--- src/rtl/zoc_pkg.sv ---
// Package for the zoned output channel with on-time timer.
// Holds the result kind codes, protocol constants and field widths; no dependencies.
`default_nettype none

package zoc_pkg;

   typedef enum logic [1:0] {
      KIND_STATUS   = 2'd0,
      KIND_TURN_OFF = 2'd1,
      KIND_INFO_ON  = 2'd2,
      KIND_INFO_OFF = 2'd3
   } kind_type;

   typedef enum logic [0:0] {
      FUNC_EVENT = 1'b0,
      FUNC_TICK  = 1'b1
   } func_type;

   typedef enum logic [7:0] {
      IDX_ENABLE         = 8'd0,
      IDX_INVERT         = 8'd1,
      IDX_ZONE           = 8'd2,
      IDX_SUBZONE        = 8'd3,
      IDX_LIMIT_HOURS    = 8'd4,
      IDX_LIMIT_MINUTES  = 8'd5,
      IDX_CHANNEL_NUMBER = 8'd6
   } reg_index_type;

   localparam logic [15:0] MINUTE_MS      = 16'd60000;
   localparam logic [15:0] CONTROL_CLASS  = 16'd30;
   localparam logic [7:0]  TURN_ON_TYPE   = 8'd5;
   localparam logic [7:0]  TURN_OFF_TYPE  = 8'd6;
   localparam logic [3:0]  CONTROL_SIZE   = 4'd3;
   localparam logic [7:0]  SUBZONE_ALL    = 8'd255;
   localparam logic [5:0]  MINUTES_PER_HR = 6'd60;

endpackage

`default_nettype wire

--- src/rtl/zoc_intf.sv ---
// Channel interfaces of the zoned output channel: request, response and register write.
// Depends on zoc_pkg for the kind and function codes.
`default_nettype none

interface zoc_req_if
   import zoc_pkg::*;
   ();
   logic        valid;
   logic        ready;
   func_type    func;
   logic [15:0] now_ms;
   logic [15:0] event_class;
   logic [7:0]  event_type;
   logic [3:0]  event_size;
   logic [7:0]  event_zone;
   logic [7:0]  event_subzone;

   modport source (output valid, func, now_ms, event_class, event_type, event_size,
                   event_zone, event_subzone, input ready);
   modport sink   (input valid, func, now_ms, event_class, event_type, event_size,
                   event_zone, event_subzone, output ready);
endinterface

interface zoc_rsp_if
   import zoc_pkg::*;
   ();
   logic       valid;
   logic       ready;
   kind_type   kind;
   logic [7:0] channel;
   logic [7:0] out_zone;
   logic [7:0] out_subzone;
   logic       pin_level;
   logic       on_state;
   logic [7:0] elapsed_hours;
   logic [5:0] elapsed_minutes;
   logic       last;

   modport source (output valid, kind, channel, out_zone, out_subzone, pin_level, on_state,
                   elapsed_hours, elapsed_minutes, last, input ready);
   modport sink   (input valid, kind, channel, out_zone, out_subzone, pin_level, on_state,
                   elapsed_hours, elapsed_minutes, last, output ready);
endinterface

interface zoc_csr_if
   import zoc_pkg::*;
   ();
   logic       valid;
   logic       ready;
   logic [7:0] index;
   logic [7:0] data;

   modport source (output valid, index, data, input ready);
   modport sink   (input valid, index, data, output ready);
endinterface

`default_nettype wire

--- src/rtl/zoned_output_channel_with_timer_top.sv ---
// Zoned on/off output channel with on-time counters and auto-off request.
// A tick transaction's first result is registered and offered in the cycle after acceptance.
// One transaction per cycle unless results are pending: a tick holds the request side
// until its last result is taken. An event transaction gives no result.
// Reset (synchronous, active high) clears all registers, state and pending results.
// Depends on zoc_pkg and the interfaces in zoc_intf.sv.
`default_nettype none

module zoned_output_channel_with_timer_top
   import zoc_pkg::*;
(
   input  wire         clock,
   input  wire         reset,
   zoc_req_if.sink     req_chan,
   zoc_rsp_if.source   rsp_chan,
   zoc_csr_if.sink     csr_chan
);

   typedef struct packed {
      logic [7:0] channel;
      logic [7:0] zone;
      logic [7:0] subzone;
      logic       pin;
      logic       on;
      logic [7:0] hours;
      logic [5:0] minutes;
      logic       pend_off;
      logic       pend_info;
   } rec_type;

   logic        enable_ff, invert_ff;
   logic [7:0]  zone_ff, subzone_ff, lim_h_ff, lim_m_ff, chan_ff;

   logic        on_ff, on_in;
   logic        rep_ff, rep_in;
   logic [15:0] start_ff, start_in;
   logic [5:0]  min_ff, min_in;
   logic [7:0]  hr_ff, hr_in;
   logic        pin_ff, pin_in;

   logic        out_valid_ff, out_valid_in;
   rec_type     rec_ff, rec_in;

   logic        req_take, rsp_take, out_last, ev_match, minute_up;
   logic [15:0] elapsed;
   logic [5:0]  min_inc;

   assign out_last = !rec_ff.pend_off && !rec_ff.pend_info;
   assign req_chan.ready = !out_valid_ff || (rsp_chan.ready && out_last);
   assign req_take = req_chan.valid && req_chan.ready;
   assign rsp_take = out_valid_ff && rsp_chan.ready;
   assign csr_chan.ready = 1'b1;

   assign ev_match = enable_ff && req_chan.event_class == CONTROL_CLASS
                     && req_chan.event_size == CONTROL_SIZE
                     && req_chan.event_zone == zone_ff
                     && (req_chan.event_subzone == subzone_ff
                         || req_chan.event_subzone == SUBZONE_ALL);

   assign elapsed   = req_chan.now_ms - start_ff;
   assign minute_up = elapsed > MINUTE_MS;
   assign min_inc   = min_ff + 6'd1;

   always_comb begin
      on_in        = on_ff;
      rep_in       = rep_ff;
      start_in     = start_ff;
      min_in       = min_ff;
      hr_in        = hr_ff;
      pin_in       = pin_ff;
      out_valid_in = out_valid_ff;
      rec_in       = rec_ff;

      if (rsp_take) begin
         if (rec_ff.pend_off) begin
            rec_in.pend_off = 1'b0;
         end else if (rec_ff.pend_info) begin
            rec_in.pend_info = 1'b0;
         end else begin
            out_valid_in = 1'b0;
         end
      end

      if (req_take) begin
         if (req_chan.func == FUNC_EVENT) begin
            if (ev_match) begin
               if (req_chan.event_type == TURN_OFF_TYPE) begin
                  if (on_in) begin
                     on_in = 1'b0;
                  end else begin
                     rep_in = 1'b1;
                  end
               end
               if (req_chan.event_type == TURN_ON_TYPE) begin
                  if (!on_in) begin
                     on_in = 1'b1;
                  end else begin
                     rep_in = 1'b0;
                  end
               end
            end
         end else begin
            rec_in.pend_off  = 1'b0;
            rec_in.pend_info = 1'b0;
            if (enable_ff) begin
               if (on_ff) begin
                  if (minute_up) begin
                     start_in = req_chan.now_ms;
                     if (min_inc == MINUTES_PER_HR) begin
                        min_in = '0;
                        hr_in  = hr_ff + 8'd1;
                     end else begin
                        min_in = min_inc;
                     end
                  end
               end else begin
                  start_in = req_chan.now_ms;
                  min_in   = '0;
                  hr_in    = '0;
               end
               pin_in = on_ff ^ invert_ff;
               rec_in.pend_off  = (lim_h_ff != 8'd0 || lim_m_ff != 8'd0)
                                  && hr_in == lim_h_ff && {2'b00, min_in} == lim_m_ff;
               rec_in.pend_info = rep_ff != on_ff;
               rep_in = on_ff;
            end
            rec_in.channel = chan_ff;
            rec_in.zone    = zone_ff;
            rec_in.subzone = subzone_ff;
            rec_in.pin     = pin_in;
            rec_in.on      = on_ff;
            rec_in.hours   = hr_in;
            rec_in.minutes = min_in;
            out_valid_in   = 1'b1;
         end
      end
   end

   always_ff @(posedge clock) begin
      if (reset) begin
         enable_ff    <= 1'b0;
         invert_ff    <= 1'b0;
         zone_ff      <= '0;
         subzone_ff   <= '0;
         lim_h_ff     <= '0;
         lim_m_ff     <= '0;
         chan_ff      <= '0;
         on_ff        <= 1'b0;
         rep_ff       <= 1'b0;
         start_ff     <= '0;
         min_ff       <= '0;
         hr_ff        <= '0;
         pin_ff       <= 1'b0;
         out_valid_ff <= 1'b0;
         rec_ff       <= '0;
      end else begin
         on_ff        <= on_in;
         rep_ff       <= rep_in;
         start_ff     <= start_in;
         min_ff       <= min_in;
         hr_ff        <= hr_in;
         pin_ff       <= pin_in;
         out_valid_ff <= out_valid_in;
         rec_ff       <= rec_in;
         if (csr_chan.valid) begin
            unique case (csr_chan.index)
               IDX_ENABLE:         enable_ff  <= csr_chan.data[0];
               IDX_INVERT:         invert_ff  <= csr_chan.data[0];
               IDX_ZONE:           zone_ff    <= csr_chan.data;
               IDX_SUBZONE:        subzone_ff <= csr_chan.data;
               IDX_LIMIT_HOURS:    lim_h_ff   <= csr_chan.data;
               IDX_LIMIT_MINUTES:  lim_m_ff   <= csr_chan.data;
               IDX_CHANNEL_NUMBER: chan_ff    <= csr_chan.data;
               default: ;
            endcase
         end
      end
   end

   always_comb begin
      if (rec_ff.pend_off) begin
         rsp_chan.kind = KIND_TURN_OFF;
      end else if (rec_ff.pend_info) begin
         rsp_chan.kind = rec_ff.on ? KIND_INFO_ON : KIND_INFO_OFF;
      end else begin
         rsp_chan.kind = KIND_STATUS;
      end
   end

   assign rsp_chan.valid           = out_valid_ff;
   assign rsp_chan.channel         = rec_ff.channel;
   assign rsp_chan.out_zone        = rec_ff.zone;
   assign rsp_chan.out_subzone     = rec_ff.subzone;
   assign rsp_chan.pin_level       = rec_ff.pin;
   assign rsp_chan.on_state        = rec_ff.on;
   assign rsp_chan.elapsed_hours   = rec_ff.hours;
   assign rsp_chan.elapsed_minutes = rec_ff.minutes;
   assign rsp_chan.last            = out_last;

endmodule

`default_nettype wire

--- src/flat_wrapper.sv ---
// flat-port wrapper written by rule: the top's interface ports become plain ports
module zoned_output_channel_with_timer_top_flat import zoc_pkg::*;
  (clock, reset, req_chan_valid, req_chan_func, req_chan_now_ms, req_chan_event_class, req_chan_event_type, req_chan_event_size, req_chan_event_zone, req_chan_event_subzone, req_chan_ready, rsp_chan_valid, rsp_chan_kind, rsp_chan_channel, rsp_chan_out_zone, rsp_chan_out_subzone, rsp_chan_pin_level, rsp_chan_on_state, rsp_chan_elapsed_hours, rsp_chan_elapsed_minutes, rsp_chan_last, rsp_chan_ready, csr_chan_valid, csr_chan_index, csr_chan_data, csr_chan_ready);
  zoc_req_if req_chan_i ();
  zoc_rsp_if rsp_chan_i ();
  zoc_csr_if csr_chan_i ();
  input  wire clock;
  input  wire reset;
  input wire logic [$bits(req_chan_i.valid)-1:0] req_chan_valid;
  input wire logic [$bits(req_chan_i.func)-1:0] req_chan_func;
  input wire logic [$bits(req_chan_i.now_ms)-1:0] req_chan_now_ms;
  input wire logic [$bits(req_chan_i.event_class)-1:0] req_chan_event_class;
  input wire logic [$bits(req_chan_i.event_type)-1:0] req_chan_event_type;
  input wire logic [$bits(req_chan_i.event_size)-1:0] req_chan_event_size;
  input wire logic [$bits(req_chan_i.event_zone)-1:0] req_chan_event_zone;
  input wire logic [$bits(req_chan_i.event_subzone)-1:0] req_chan_event_subzone;
  output wire logic [$bits(req_chan_i.ready)-1:0] req_chan_ready;
  output wire logic [$bits(rsp_chan_i.valid)-1:0] rsp_chan_valid;
  output wire logic [$bits(rsp_chan_i.kind)-1:0] rsp_chan_kind;
  output wire logic [$bits(rsp_chan_i.channel)-1:0] rsp_chan_channel;
  output wire logic [$bits(rsp_chan_i.out_zone)-1:0] rsp_chan_out_zone;
  output wire logic [$bits(rsp_chan_i.out_subzone)-1:0] rsp_chan_out_subzone;
  output wire logic [$bits(rsp_chan_i.pin_level)-1:0] rsp_chan_pin_level;
  output wire logic [$bits(rsp_chan_i.on_state)-1:0] rsp_chan_on_state;
  output wire logic [$bits(rsp_chan_i.elapsed_hours)-1:0] rsp_chan_elapsed_hours;
  output wire logic [$bits(rsp_chan_i.elapsed_minutes)-1:0] rsp_chan_elapsed_minutes;
  output wire logic [$bits(rsp_chan_i.last)-1:0] rsp_chan_last;
  input wire logic [$bits(rsp_chan_i.ready)-1:0] rsp_chan_ready;
  input wire logic [$bits(csr_chan_i.valid)-1:0] csr_chan_valid;
  input wire logic [$bits(csr_chan_i.index)-1:0] csr_chan_index;
  input wire logic [$bits(csr_chan_i.data)-1:0] csr_chan_data;
  output wire logic [$bits(csr_chan_i.ready)-1:0] csr_chan_ready;
  assign req_chan_i.valid = req_chan_valid;
  assign req_chan_i.func = req_chan_func;
  assign req_chan_i.now_ms = req_chan_now_ms;
  assign req_chan_i.event_class = req_chan_event_class;
  assign req_chan_i.event_type = req_chan_event_type;
  assign req_chan_i.event_size = req_chan_event_size;
  assign req_chan_i.event_zone = req_chan_event_zone;
  assign req_chan_i.event_subzone = req_chan_event_subzone;
  assign req_chan_ready = req_chan_i.ready;
  assign rsp_chan_valid = rsp_chan_i.valid;
  assign rsp_chan_kind = rsp_chan_i.kind;
  assign rsp_chan_channel = rsp_chan_i.channel;
  assign rsp_chan_out_zone = rsp_chan_i.out_zone;
  assign rsp_chan_out_subzone = rsp_chan_i.out_subzone;
  assign rsp_chan_pin_level = rsp_chan_i.pin_level;
  assign rsp_chan_on_state = rsp_chan_i.on_state;
  assign rsp_chan_elapsed_hours = rsp_chan_i.elapsed_hours;
  assign rsp_chan_elapsed_minutes = rsp_chan_i.elapsed_minutes;
  assign rsp_chan_last = rsp_chan_i.last;
  assign rsp_chan_i.ready = rsp_chan_ready;
  assign csr_chan_i.valid = csr_chan_valid;
  assign csr_chan_i.index = csr_chan_index;
  assign csr_chan_i.data = csr_chan_data;
  assign csr_chan_ready = csr_chan_i.ready;
  zoned_output_channel_with_timer_top u_core (.clock(clock), .reset(reset), .req_chan(req_chan_i), .rsp_chan(rsp_chan_i), .csr_chan(csr_chan_i));
endmodule
--- config.mk ---
export PLATFORM = sky130hd
export DESIGN_NAME = zoned_output_channel_with_timer_top_flat
export DESIGN_NICKNAME = d
export VERILOG_FILES = /design/src/rtl/zoc_pkg.sv /design/src/rtl/zoc_intf.sv /design/src/rtl/zoned_output_channel_with_timer_top.sv /design/src/flat_wrapper.sv
export SDC_FILE = /design/constraint.sdc
export NUM_CORES = 1
export LEC_CHECK = 0
export BUFFER_PORTS_ARGS = -buffer_cell sky130_fd_sc_hd__buf_2
export CAP_MARGIN = 40
export CELL_PAD_IN_SITES_DETAIL_PLACEMENT = 1
export CELL_PAD_IN_SITES_GLOBAL_PLACEMENT = 2
export CORE_MARGIN = 4
export CORE_UTILIZATION = 29
export DETAILED_ROUTE_END_ITERATION = 8
export PLACE_DENSITY_LB_ADDON = 0.2
export REMOVE_ABC_BUFFERS = 1
export SYNTH_ARGS = -nofsm -noshare
export SYNTH_HDL_FRONTEND = slang
export SYNTH_SLANG_ARGS = --single-unit
--- constraint.sdc ---
create_clock -name clock -period 3.85 [get_ports clock]
set_clock_uncertainty 0.15 [all_clocks]
set_input_delay 0.385 -clock clock [delete_from_list [all_inputs] [get_ports clock]]
set_output_delay 0.385 -clock clock [all_outputs]
set_load 0.02 [all_outputs]
# == Word-level counts from Yosys, hierarchy flattened ==
# Index checks and enable logic that the tools add are counted.
# word_totals
ff_bits,103
latch_bits,0
mem_bits_rw,0
mem_bits_ro,0
word_cells,118
n_memories,0
# op_classes
addsub,3
mul,0
div,0
magnitude_cmp,1
eq_ne,19
n_shift,0
mux,42
bitwise,2
n_reduce_logical,31
# op_table
op,n
$mux 8,7
$mux 6,7
$eq 8x3->1 const B,5
$mux 16,2
$eq 8x8->1,3
$mux 1,20
$eq 16x5->1 const B,1
$eq 8x2->1 const B,2
$gt 16x16->1 const B,1
$reduce_and 2->1,8
$reduce_bool 8->1,2
$sub 16x16->16,1
$mux 2,6
$logic_and 1x1->1,10
$add 8x1->8 const B,1
$eq 6x8->1,1
$eq 8x1->1 const B,1
$eq 8x8->1 const B,1
$logic_not 8->1,1
$add 6x1->6 const B,1
$eq 6x6->1 const B,1
$reduce_and 3->1,2
$eq 4x2->1 const B,1
$reduce_and 4->1,1
8 further kinds,12

# == Longest topological paths before layout ==
# logic_depth
word_depth,14
mapped_depth,15
ltp_nobuf,14

# == Worst setup path after synthesis ==
# OpenSTA, ideal clock, no wires.
# synth_path
path_type,input to register
startpoint,input req_chan_now_ms[0]
endpoint,register u_core.rec_ff[1] (netlist name)
setup_time_ps,87
arrival_time_ps,3491
required_time_ps,3613
path_slack_ps,122
path_stages,14
path_buffers,0
path_cell_list,inv_1 > ha_1 > fa_1 > nand2b_1 > a211o_1 > a21oi_2 > mux2_2 > nor2_1 > a2111oi_4 > a211oi_4 > mux2_2 > a221oi_2 > o2111ai_1 > o31ai_1
# synth_via
elab_chain_len,13
elab_cells_between_ends,19
classes_between,1 x add/sub; 1 x order compare; 2 x eq/ne; 13 x mux; 2 x reduce/logical
# synth_lines
element,line_no,source
"start, declared",flat_wrapper.sv:11,input wire logic [$bits(req_chan_i.now_ms)-1:0] req_chan_now_ms;
$sub 16x16->16 *,zoned_output_channel_with_timer_top.sv:60,assign elapsed = req_chan.now_ms - start_ff;
$gt 16x16->1 *,zoned_output_channel_with_timer_top.sv:61,assign minute_up = elapsed > MINUTE_MS;
$mux 8,zoned_output_channel_with_timer_top.sv:107,if (minute_up) begin
$mux 8,zoned_output_channel_with_timer_top.sv:106,if (on_ff) begin
$mux 8,zoned_output_channel_with_timer_top.sv:105,if (enable_ff) begin
$mux 8,zoned_output_channel_with_timer_top.sv:85,if (req_chan.func == FUNC_EVENT) begin
$mux 8,zoned_output_channel_with_timer_top.sv:84,if (req_take) begin
$eq 8x8->1,zoned_output_channel_with_timer_top.sv:123,"&& hr_in == lim_h_ff && {2'b00, min_in} == lim_m_ff;"
$logic_and 1x1->1,zoned_output_channel_with_timer_top.sv:123,
$logic_and 1x1->1 *,zoned_output_channel_with_timer_top.sv:123,
$mux 2 *,zoned_output_channel_with_timer_top.sv:105,
$mux 2 *,zoned_output_channel_with_timer_top.sv:85,
$mux 2 *,zoned_output_channel_with_timer_top.sv:84,
"end signal, assigned",zoned_output_channel_with_timer_top.sv:164,rec_ff <= rec_in;
"end, declared",zoned_output_channel_with_timer_top.sv:42,"rec_type rec_ff, rec_in;"
# Mark *: on every way between the ends. The rest lies on a longest branch, timed or not. The select of a mux whose other input is x is not followed.
# A chain may end at the register's enable or synchronous reset.

# == Worst setup path after layout ==
# layout_path
startpoint,register u_core.start_ff[0]
endpoint,register u_core.rec_ff[1] (netlist name)
# layout_via
elab_chain_len,13
elab_cells_between_ends,19
classes_between,1 x add/sub; 1 x order compare; 2 x eq/ne; 13 x mux; 2 x reduce/logical
# layout_lines
element,line_no,source
"start, declared",zoned_output_channel_with_timer_top.sv:36,"logic [15:0] start_ff, start_in;"
"start signal, assigned",zoned_output_channel_with_timer_top.sv:159,start_ff <= start_in;
$sub 16x16->16 *,zoned_output_channel_with_timer_top.sv:60,
$gt 16x16->1 *,zoned_output_channel_with_timer_top.sv:61,
$mux 8,zoned_output_channel_with_timer_top.sv:107,
$mux 8,zoned_output_channel_with_timer_top.sv:106,
$mux 8,zoned_output_channel_with_timer_top.sv:105,
$mux 8,zoned_output_channel_with_timer_top.sv:85,
$mux 8,zoned_output_channel_with_timer_top.sv:84,
$eq 8x8->1,zoned_output_channel_with_timer_top.sv:123,
$logic_and 1x1->1,zoned_output_channel_with_timer_top.sv:123,
$logic_and 1x1->1 *,zoned_output_channel_with_timer_top.sv:123,
$mux 2 *,zoned_output_channel_with_timer_top.sv:105,
$mux 2 *,zoned_output_channel_with_timer_top.sv:85,
$mux 2 *,zoned_output_channel_with_timer_top.sv:84,
# Marks and branches as above.

==> results.yml <==
clock_tree:
  hold_buffers: 0
  cts.sinks: 103
  clock_latency_ns: 0.36
  clk_transition_reported_paths_ns: 0.08
  clockBufferDepth: 2
  cts_tree: "yes"
  htreeDepth: 3
  cts_made_buffers: 9
  clockRootBuffer: "clkbuf_16"
logic_synthesis:
  synth_adder_area_share_pct: 3.85
  synth_area_leaders: "dfxtp_1 (32%), mux2i_1 (10%), nand2_1 (5.9%)"
  synth_cell_types: 74
  synth_edf_count: 0
  synth_compound_area_share_pct: 17.3
  synth_top_area_share_pct: 32.3
  synth_cells: 802
  yosysMostFrequentCell: "dfxtp_1"
  async_flop_share_pct: 0
  ys_warn_count: 0
  synth_xor_xnor_area_share_pct: 4.24
  synth_top_family_by_area: "simple AND/OR/NAND/NOR gates"
  syn-cell-area_um2: 6380
  yosys.area.top_type: "dfxtp_1"
  synth-seq-cells: 103
  synthFlopType: "dfxtp_1"
  synthSimpleGateAreaFrac_pct: 22.1
  syn_area_per_cell_um2: 7.95
  synthTopCellsByCount: "dfxtp_1 (103), nand2_1 (100), nor2_1 (100)"
  synth_mux_area_share_pct: 10.7
  synth-seq-area-share_pct: 32.3
worst_setup_path:
  critPathCapture: "u_core.rec_ff[1]"
  r2r_end: "u_core.rec_ff[1]"
  critPathMaxFanout: 7
  cp.arrival_ns: 3.94
  crit_type: "flip-flop to flip-flop"
  end_kind: "flip-flop"
  rr_startpoint: "u_core.start_ff[0]"
  critPathRequiredTime_ns: 3.97
  startpoint_type: "flip-flop"
  r2r_slack_ns: 0.04
  r2r_cells: 15
  worstSetupStartpoint: "u_core.start_ff[0]"
floorplanning:
  fp-row-count: 53
  die_h_um: 156
  dieArea_um2: 24400
  core_area_um2: 21400
  initial_core_util_pct: 29.9
  io_pins: 128
  die_x_um: 156
detailed_routing:
  vias: 5958
  route.detailed.drc: 0
  drt-initial-drc-count: 228
  avgViaCountPerCell: 5.12
  drt_wl_total_um: 20500
  wl_per_cell_um: 17.6
  first_pass_iters: 4
  ant_nets: 0
placement:
  dp_hpwl_um: 15300
  io_buffers: 126
  place_inst: 1140
  place.gp.congestion: 0.813
sta:
  hold_violations: 0
  slew_headroom_pct: 63.2
  fin_crit_sh_pct: 99.0
  setup_viol: 0
  fmax_mhz: 262
  rsz0062_at_grt: "yes"
  max_slew.worst_pin.slew_ns: 0.551
  drv_slew: 0
  post-route-min-period_ns: 3.81
cells_and_area:
  layout.nets: 984
  area.growth.synth_to_final_pct: 17.4
  multiInputGateArea_um2: 3800
  fillers: 2606
  area.sequential_um2: 2060
  drive_gt1_share_pct: 22.6
  final_cells: 1164
global_routing:
  grt_pass1_wl_um: 33400
  grt_pass1_vias: 6519
  track_usage_pct: 16.9
  grt_max_degree: 69
  grt_remaining_overflow: 0
  antenna_found_initial: 1
run_status:
  status: "completed"
pwr:
  design_power_total_w: 0.00228
  p_per_area_nw_per_um2: 304
  ir_drop_mv: 0.176
  leakagePower_nw: 3.05
hold_path:
  hold_path_class: "primary input to flip-flop"
  min_from: "req_chan_now_ms[0]"
run:
  cap_violations: 0
[repair_timing]
action | in CTS | in global routing
gates resized for setup | 8 | 11
buffers inserted | 3 | 3
pin swaps | 6 | 12
endpoints found under the setup margin | 1 | 21
gates cloned | 0 | 1
[metal layers]
layer / up-vias / GRT usage [%] / wire (um) / part of all wire, %
met1: 2866 / 21.5 / 9470 / 46
li1: 2933 / - / - / -
met2: 132 / 28.2 / 9620 / 47
met5: - / 0 / 12 / 0.058
met3: 25 / 4.73 / 1140 / 5.5
met4: 2 / 4.17 / 299 / 1.5
[cell usage in the layout, fill, tap and decap left out, types with 3 or more instances in the layout]
| master | synthesis | final |
|---|---|---|
| buf_4 | 40 | 21 |
| o211ai_1 | 3 | 3 |
| mux2i_1 | 65 | 61 |
| a32o_1 | 3 | 3 |
| clkbuf_16 | 0 | 9 |
| nand4_1 | 7 | 7 |
| dfxtp_1 | 103 | 102 |
| xnor2_1 | 12 | 12 |
| o22ai_1 | 7 | 7 |
| ha_1 | 18 | 17 |
| a21oi_1 | 68 | 68 |
| nand2b_1 | 6 | 5 |
| clkinv_4 | 0 | 3 |
| a21o_1 | 5 | 5 |
| inv_1 | 33 | 33 |
| nor2b_1 | 5 | 5 |
| xor2_1 | 17 | 17 |
| and3_1 | 8 | 8 |
| nor3_1 | 18 | 18 |
| nand4b_1 | 3 | 3 |
| or3_1 | 4 | 4 |
| nand2_1 | 100 | 100 |
| nand3b_1 | 6 | 6 |
| nor2_1 | 100 | 99 |
| a21boi_0 | 3 | 3 |
| nand3_1 | 23 | 23 |
| and2_1 | 5 | 5 |
| mux2i_2 | 0 | 4 |
| o21ai_0 | 19 | 18 |
| nor4_1 | 8 | 8 |
| a22oi_1 | 9 | 9 |
| o21ai_1 | 2 | 3 |
| inv_8 | 0 | 3 |
| a31oi_1 | 3 | 3 |
| buf_2 | 5 | 126 |
| o21a_1 | 3 | 3 |
[metrics by stage]
step	hold WS, ns	cell area [um^2]	setup WS, ns	util [%]	setup TNS [ns]
4_1_cts	0.120	7410	0.0301	34.7	0
2_1_floorplan	0.275	5900	-0.291	-	-4.99
5_1_grt	0.147	7490	-0.113	35.1	-0.230
3_5_place_dp	0.295	7050	-0.248	33.0	-1.88
3_3_place_gp	0.290	7030	-0.128	32.9	-0.940
6_report	0.135	7490	0.0379	35.1	0
[logic make-up after synthesis]
kind of cell / count (synthesis)
fa+ha+maj: 19
flops: 103
compound gates: 162
other cells: 1
mux: 68
simple gates: 305
xor+xnor: 30
buf+inv: 114
[report_power, final]
group	switching [W]	internal (W)	total (W)
sequential	0.00000118	0.00107	0.00107
combinational	0.000154	0.000104	0.000258
clock	0.000478	0.000475	0.000954
total	0.000634	0.00164	0.00228
[worst min-delay path by stage]
stage                                endpoint  slack, ns  cells past startpoint
2_1_floorplan      u_core.rsp_chan.channel[0]       0.28                      2
3_3_place_gp       u_core.rsp_chan.channel[0]       0.29                      2
3_5_place_dp   u_core.rsp_chan.out_subzone[2]       0.30                      2
4_1_cts                    u_core.start_ff[0]       0.12                      3
5_1_grt                    u_core.start_ff[8]       0.15                      3
6_report                   u_core.start_ff[0]       0.14                      3
[state kept, by name (all words and copies together) (netlist names), 2 cells and up]
signal / count
u_core.chan_ff: 8
u_core.lim_h_ff: 8
u_core.min_ff: 6
u_core.subzone_ff: 8
u_core.hr_ff: 8
u_core.rsp_chan.out_zone: 8
u_core.rsp_chan.out_subzone: 8
u_core.lim_m_ff: 8
u_core.rsp_chan.channel: 8
u_core.start_ff: 16
u_core.zone_ff: 8
u_core.rec_ff: 2
[critical path, cell delays in order (launching register included)]
cell	delay [ns]
dfxtp_2	0.34
ha_4	0.16
fa_2	0.38
nand2b_4	0.15
a211o_1	0.30
a21oi_4	0.21
mux2_4	0.34
nor2_4	0.10
a2111oi_4	0.04
buf_4	0.16
a211oi_4	0.33
buf_6	0.20
mux2i_2	0.24
xnor2_1	0.18
o311ai_2	0.16
o31ai_2	0.27
[cell type report]
class,instances,area share [%]
inverter,33,1.65
multi-input combinational,585,50.7
tap,275,4.59
timing repair buffer,151,11.5
sequential,103,27.6
clock buffer,10,3.19
clock inverter,6,0.802
antenna,1,0.0334
(Power assumes the default switching activity.)
